**src/rtl/core/sidt_pkg.sv**
```systemverilog
`timescale 1ns / 1ps
`default_nettype none
package sidt_pkg;

	localparam int MAX_ENTRIES_DEF = 16;
	localparam int CNT_W           = 8;

	typedef enum logic [2:0] {
		FUNC_APPEND  = 3'd0,
		FUNC_REWRITE = 3'd1,
		FUNC_SET_SID = 3'd2,
		FUNC_SET_ROC = 3'd3,
		FUNC_LOOKUP  = 3'd4
	} sidt_func_t;

	localparam logic [1:0] ST_OK        = 2'd0;
	localparam logic [1:0] ST_BAD_INDEX = 2'd1;
	localparam logic [1:0] ST_FULL      = 2'd2;

	// transaction token walking down the cell row
	typedef struct packed {
		logic             vld;
		logic             lookup;
		logic             wr_pol;
		logic             wr_sid;
		logic             wr_roc;
		logic [CNT_W-1:0] target;
		logic [CNT_W-1:0] limit;
		logic [31:0]      sid;
		logic [31:0]      roc;
		logic [7:0]       pol;
		logic             found;
		logic [CNT_W-1:0] r_idx;
		logic [7:0]       r_pol;
		logic [31:0]      r_roc;
	} sidt_tok_t;

endpackage
`default_nettype wire

```
**src/rtl/core/sidt_cell.sv**
```systemverilog
`timescale 1ns / 1ps
`default_nettype none
module sidt_cell #(
	parameter int IDX = 0
) (
	input  wire                   clk,
	input  wire                   arst_n,
	input  sidt_pkg::sidt_tok_t   tok_i,
	output sidt_pkg::sidt_tok_t   tok_o
);
	import sidt_pkg::*;

	logic [7:0]  pol_q;
	logic [31:0] sid_q;
	logic [31:0] roc_q;
	sidt_tok_t   tok_q;
	logic        sel;
	logic        hit_here;
	sidt_tok_t   tok_d;

	assign sel      = tok_i.vld && (tok_i.target == CNT_W'(IDX));
	assign hit_here = tok_i.vld && tok_i.lookup && !tok_i.found
		&& (CNT_W'(IDX) < tok_i.limit) && (sid_q == tok_i.sid);

	always_comb begin
		tok_d = tok_i;
		if (hit_here) begin
			tok_d.found = 1'b1;
			tok_d.r_idx = CNT_W'(IDX + 1);
			tok_d.r_pol = pol_q;
			tok_d.r_roc = roc_q;
		end
	end

	always_ff @(posedge clk) begin
		if (sel && tok_i.wr_pol) begin
			pol_q <= tok_i.pol;
		end
		if (sel && tok_i.wr_sid) begin
			sid_q <= tok_i.sid;
		end
		if (sel && tok_i.wr_roc) begin
			roc_q <= tok_i.roc;
		end
	end

	always_ff @(posedge clk or negedge arst_n) begin
		if (!arst_n) begin
			tok_q <= '0;
		end else begin
			tok_q <= tok_d;
		end
	end

	assign tok_o = tok_q;

endmodule
`default_nettype wire

```
**src/rtl/core/srtp_session_id_table_core.sv**
```systemverilog
`timescale 1ns / 1ps
`default_nettype none
// Session id table core.
// Command channel: present func, source_id, rollover_count, policy_number
// and entry_index with start high; the transaction is taken at a rising edge
// where start is high and busy is low. busy then stays high until the result
// has been shown.
// Result channel: done is high for exactly one cycle and qualifies hit,
// result_index, result_policy, result_rollover, status and entry_count.
// The receiver cannot stall; the result must be sampled in that cycle.
// Each transaction walks a row of MAX_ENTRIES cells, one cell per cycle;
// each cell holds one table entry and does its write or compare as the
// token passes. done is raised as the token leaves the last cell's register,
// and no new transaction is taken while one is still in the row.
// Lookup returns the lowest-numbered matching entry.
// Reset empties the table (entry count 0) and drops any transaction in
// flight; entry contents are not cleared and need no clearing pass.
module srtp_session_id_table_core #(
	parameter int MAX_ENTRIES = sidt_pkg::MAX_ENTRIES_DEF
) (
	input  wire         clk,
	input  wire         arst_n,
	input  wire         start,
	output logic        busy,
	input  wire  [2:0]  func,
	input  wire  [31:0] source_id,
	input  wire  [31:0] rollover_count,
	input  wire  [7:0]  policy_number,
	input  wire  [7:0]  entry_index,
	output logic        done,
	output logic        hit,
	output logic [7:0]  result_index,
	output logic [7:0]  result_policy,
	output logic [31:0] result_rollover,
	output logic [1:0]  status,
	output logic [7:0]  entry_count
);
	import sidt_pkg::*;

	logic [CNT_W-1:0] count_q;
	logic [1:0]       status_q;
	logic             busy_q;
	logic             accept;
	logic             idx_ok;
	logic             full;
	sidt_func_t       fn;
	sidt_tok_t        inj;
	logic [CNT_W-1:0] count_d;
	logic [1:0]       status_d;
	sidt_tok_t        tok [0:MAX_ENTRIES];

	assign accept = start && !busy_q;
	assign fn     = sidt_func_t'(func);
	assign idx_ok = (entry_index != '0) && (entry_index <= count_q);
	assign full   = (count_q == CNT_W'(MAX_ENTRIES));

	always_comb begin
		inj        = '0;
		inj.vld    = accept;
		inj.sid    = source_id;
		inj.roc    = rollover_count;
		inj.pol    = policy_number;
		inj.limit  = count_q;
		inj.target = entry_index - CNT_W'(1);
		count_d    = count_q;
		status_d   = ST_OK;
		case (fn)
			FUNC_APPEND: begin
				if (full) begin
					status_d = ST_FULL;
				end else begin
					inj.target = count_q;
					inj.wr_pol = 1'b1;
					inj.wr_sid = 1'b1;
					inj.wr_roc = 1'b1;
					inj.r_idx  = count_q + CNT_W'(1);
					count_d    = count_q + CNT_W'(1);
				end
			end
			FUNC_REWRITE, FUNC_SET_SID, FUNC_SET_ROC: begin
				if (!idx_ok) begin
					status_d = ST_BAD_INDEX;
				end else begin
					inj.wr_pol = (fn == FUNC_REWRITE);
					inj.wr_sid = (fn == FUNC_REWRITE) || (fn == FUNC_SET_SID);
					inj.wr_roc = (fn == FUNC_REWRITE) || (fn == FUNC_SET_ROC);
				end
			end
			FUNC_LOOKUP: begin
				inj.lookup = 1'b1;
			end
			default: begin
			end
		endcase
	end

	assign tok[0] = inj;

	for (genvar i = 0; i < MAX_ENTRIES; i++) begin : g_cell
		sidt_cell #(
			.IDX(i)
		) u_cell (
			.clk   (clk),
			.arst_n(arst_n),
			.tok_i (tok[i]),
			.tok_o (tok[i+1])
		);
	end

	always_ff @(posedge clk or negedge arst_n) begin
		if (!arst_n) begin
			count_q  <= '0;
			status_q <= ST_OK;
			busy_q   <= 1'b0;
		end else begin
			if (accept) begin
				count_q  <= count_d;
				status_q <= status_d;
				busy_q   <= 1'b1;
			end else if (tok[MAX_ENTRIES].vld) begin
				busy_q <= 1'b0;
			end
		end
	end

	assign busy            = busy_q;
	assign done            = tok[MAX_ENTRIES].vld;
	assign hit             = tok[MAX_ENTRIES].found;
	assign result_index    = tok[MAX_ENTRIES].r_idx;
	assign result_policy   = tok[MAX_ENTRIES].r_pol;
	assign result_rollover = tok[MAX_ENTRIES].r_roc;
	assign status          = status_q;
	assign entry_count     = count_q;

endmodule
`default_nettype wire

```
**config.mk**
```make
export PLATFORM = sky130hd
export DESIGN_NAME = srtp_session_id_table_core
export DESIGN_NICKNAME = d
export VERILOG_FILES = /design/src/rtl/core/sidt_pkg.sv /design/src/rtl/core/sidt_cell.sv /design/src/rtl/core/srtp_session_id_table_core.sv
export SDC_FILE = /design/constraint.sdc
export NUM_CORES = 2
export LEC_CHECK = 0
export BUFFER_PORTS_ARGS = -buffer_cell sky130_fd_sc_hd__buf_2
export CAP_MARGIN = 10
export CORE_MARGIN = 2
export CORE_UTILIZATION = 55
export DETAILED_ROUTE_END_ITERATION = 12
export PLACE_DENSITY = 0.75
export SLEW_MARGIN = 25
export SYNTH_ARGS = -nofsm -noshare
export SYNTH_HDL_FRONTEND = slang
export SYNTH_SLANG_ARGS = --single-unit
```
**constraint.sdc**
```tcl
create_clock -name clk -period 4 [get_ports clk]
set_clock_uncertainty 0.1 [all_clocks]
set_input_delay 0.8 -clock clk [delete_from_list [all_inputs] [get_ports clk]]
set_output_delay 0.8 -clock clk [all_outputs]
set_load 0.05 [all_outputs]
```
==> results.py <==
metrics = {
    "timing": {
        "setup_viol_count_final": 0,
        "finalHoldWorstSlack_ps": 81.28,
        "final_period_minus_worst_setup_slack_ps": 3271,
        "achievable-frequency_mhz": 305.7,
        "period_share_pct": 81.77,
        "final_hold_viol_count": 0,
        "tightest_slew_ps": 912.4,
        "final_max_slew_viol_count": 0,
        "setup_repair_after_global_routing_missed_its_margin": "false",
        "final.setup.tns_ps": 0,
        "slew_headroom_pct": 38.38,
    },
    "yosys": {
        "synth_top_family_by_area": "multiplexers",
        "synth-compound-area-share_pct": 0.2866,
        "synthMostInstantiatedCell": "sky130_fd_sc_hd__dfrtp_1",
        "synth.largest_area_cell": "sky130_fd_sc_hd__dfrtp_1",
        "synth.net_count": 5290,
        "post_synth_fa_ha_maj_area_fraction_pct": 0.1427,
        "synth.mux.area_fraction_pct": 6.457,
        "synthDominantCellAreaShare_pct": 52.01,
        "synthCells": 5192,
        "fraction_of_the_yosys_area_taken_by_sequential_cells_pct": 84.89,
        "asyncSetResetFlopFracSynth_pct": 65.50,
        "ys_top_cells_by_area": "sky130_fd_sc_hd__dfrtp_1 52%, sky130_fd_sc_hd__edfxtp_1 33%, sky130_fd_sc_hd__mux2_2 6.2%",
        "basic_gate_share_of_the_synthesized_area_counting_and_or_nand_and_nor_cells_pct": 3.252,
        "synth_edf_count": 1152,
        "most_instantiated_flip_flop_cell_in_the_synthesis_netlist": "sky130_fd_sc_hd__dfrtp_1",
        "post_synth_instance_area_um2": 105200,
        "syn_avg_cell_area_um2": 20.27,
        "yosysWarningCount": 0,
        "synth.ff_latch_count": 3339,
        "synth_xor_area_share_pct": 4.412,
        "most_instantiated_cells_after_synthesis": "2187 x sky130_fd_sc_hd__dfrtp_1, 1152 x sky130_fd_sc_hd__edfxtp_1, 576 x sky130_fd_sc_hd__mux2_2, 375 x sky130_fd_sc_hd__xnor2_1, 155 x sky130_fd_sc_hd__xor2_1",
        "synthDistinctLibCells": 56,
    },
    "die": {
        "io_pins": 147,
        "placement_rows": 160,
        "die_w_um": 441.4,
        "area_enclosed_by_the_die_boundary_um2": 194800,
        "core_area_um2": 190200,
        "fp.dieH_um": 441.4,
        "initial_core_util_pct": 55.33,
    },
    "cells_and_area": {
        "ff_latch_area_um2": 89320,
        "diodes": 0,
        "multiInputGateArea_um2": 15470,
        "syn_to_final_growth_pct": 14.66,
        "drive_gt1_share_pct": 22.98,
        "fillerInstances": 11944,
        "nets_final": 5843,
    },
    "pwr": {
        "power_density_nw_per_um2": 551.6,
        "switching_share_pct": 20.14,
        "clkPwrFrac_pct": 43.5,
        "total_leakage_power_nw": 50.82,
        "irDropWorstVdd_mv": 0.5160,
        "seqPwrFrac_pct": 55.1,
        "net-switching-power_mw": 13.41,
        "power_frac_comb_pct": 1.4,
        "cellInternalPower_mw": 53.14,
    },
    "place": {
        "gp_congestion": 0.7905,
        "dp.final_hpwl_um": 102300,
        "placement.io_buffers": 146,
    },
    "detailed_routing": {
        "drt-wirelength-per-cell_um": 21.02,
        "pre_repair_dr_iteration_count": 5,
        "route.vias.total": 43189,
        "wl_um": 178600,
        "detail-route-antenna-nets": 0,
        "detail_route.vias_per_cell": 5.082,
        "drt_first_iter_violations": 2841,
        "remaining_drc_errors": 0,
    },
    "setup_path": {
        "setup.worst_path.end_class": "flop",
        "critical_path_buf_inv_count": 2,
        "critical-path-max-stage-delay_ps": 490,
        "crit_family": "simple AND/OR/NAND/NOR gates",
        "worst_r2r_startpoint": "entry_count[0]",
        "critical_path_arrival_ps": 3750,
        "critPathLaunchType": "flop",
        "path_max_fanout": 32,
        "critical_path.slowest_cell": "sky130_fd_sc_hd__dfrtp_1",
        "startpoint": "entry_count[0]",
        "critPathRequiredTime_ps": 4480,
        "critical_path.cell_chain": "inv_1 -> ha_1 -> and3b_1 -> a21oi_2 -> a22oi_1 -> nor4_1 -> nand3b_1 -> a21oi_4 -> buf_12",
        "worstSetupPathType": "reg2reg",
    },
    "clock_network": {
        "cts.path.max_buffers": 4,
        "clk_pin_slew_ps": 60,
        "cts_sinks": 3339,
        "cts_tree": "yes",
        "post_cts_buffers": 0,
        "clk_root_buffer_cell": "sky130_fd_sc_hd__clkbuf_16",
        "htree_levels": 5,
        "insertion_delay_ps": 920,
        "cts_buffers": 319,
    },
    "min_path": {
        "timing.hold.worst.class": "in2reg",
        "hp-start": "func[2]",
    },
    "outcome": {
        "result_of_the_run": "complete, no violations",
    },
    "global_routing": {
        "antenna_found_initial": 1,
        "globalRouteTotalUtil_pct": 19.10,
        "first_global_vias": 48948,
        "grt_overflow_total": 0,
        "grt_first_pass_wirelength_um": 289700,
        "grt_max_degree": 124,
    },
    "run": {
        "cap_viol_max_count": 0,
    },
}
-- area by class of cell --
| type | count | share of cell area, % |
|---|---|---|
| Inverter | 25 | 0.07778 |
| Clock buffer | 466 | 7.653 |
| Sequential cell | 3339 | 74.04 |
| Clock inverter | 97 | 0.6793 |
| Multi-Input combinational cell | 1737 | 12.82 |
| Tap cell | 2511 | 2.604 |
| Timing Repair Buffer | 323 | 2.130 |
-- sequential cells by signal, indices dropped and copies added, names as in the netlist --
signal	cells
g_cell.u_cell.pol_q	128
busy	1
entry_count	8
g_cell.u_cell.tok_o	2176
status	2
g_cell.u_cell.sid_q	512
g_cell.u_cell.roc_q	512
-- timing repair --
| action | CTS | global route |
|---|---|---|
| hold buffers | 73 | 0 |
| resized for setup | 0 | 0 |
| endpoints found under the hold margin | 194 | 0 |
-- kinds of logic after synthesis --
logic type | count (synthesis)
compound gates | 46
xor+xnor | 530
fa+ha+maj | 12
buf+inv | 116
flops | 3339
mux | 600
simple gates | 549
-- through the flow --
stage	total power, mW	setup slack [ps]	util [%]	std cells	cell area (µm²)
finish	66.55	729.2	63.44	8498	120600
global route	68.80	421.4	63.44	8498	120600
CTS	67.20	677.5	63.44	8498	120600
detailed placement	38.23	366.4	57.77	7862	109900
global placement	38.14	335.1	57.77	7862	109900
floorplan	37.33	384.1	-	5192	105200
-- path summary, 6_finish.rpt --
path	depth (start not counted)	to	slack, ps
max	9	g_cell[0].u_cell.sid_q[25]	730
min	2	status[0]	80
max reg2reg	9	g_cell[0].u_cell.sid_q[25]	730
min reg2reg	0	g_cell[3].u_cell.tok_o[122]	250
max in group asynchronous	4	g_cell[6].u_cell.tok_o[2]	2080
min in group asynchronous	2	g_cell[15].u_cell.tok_o[17]	360
-- layer usage --
layer	track usage, %	up-vias	wire length [µm]
met5	0	-	0
li1	-	19335	-
met3	2.990	388	5764
met2	31.55	786	89860
met1	26.40	22680	77440
met4	6.408	0	5539
-- placed cells by master (no fill, tap or decap), drive strengths merged, types with 26 or more instances in the layout --
cell         synthesis  layout
nand3               34      34
xnor2              375     375
nor2b               82      82
xor2               155     155
mux2               600     600
nand4               94      94
dfrtp             2187    2187
clkbuf              23     466
inv                 25      31
and2                84      84
dlygate4sd3          0      73
clkinv               0      69
edfxtp            1152    1152
or2                 47      47
nor2                29      29
nand2               26      26
buf                 68     250
nor4                90      90
-- power groups by stage --
| stage | combinational, mW | clock, mW | sequential (mW) |
|---|---|---|---|
| 6_report | 0.956 | 28.9 | 36.7 |
| 3_3_place_gp | 0.885 | 0 | 37.3 |
| 5_1_grt | 1.11 | 30.9 | 36.7 |
| 2_1_floorplan | 0.268 | 0 | 37.1 |
| 3_5_place_dp | 0.915 | 0 | 37.3 |
| 4_1_cts | 0.992 | 29.5 | 36.7 |
No activity file was read; power rests on OpenSTA's default activity.
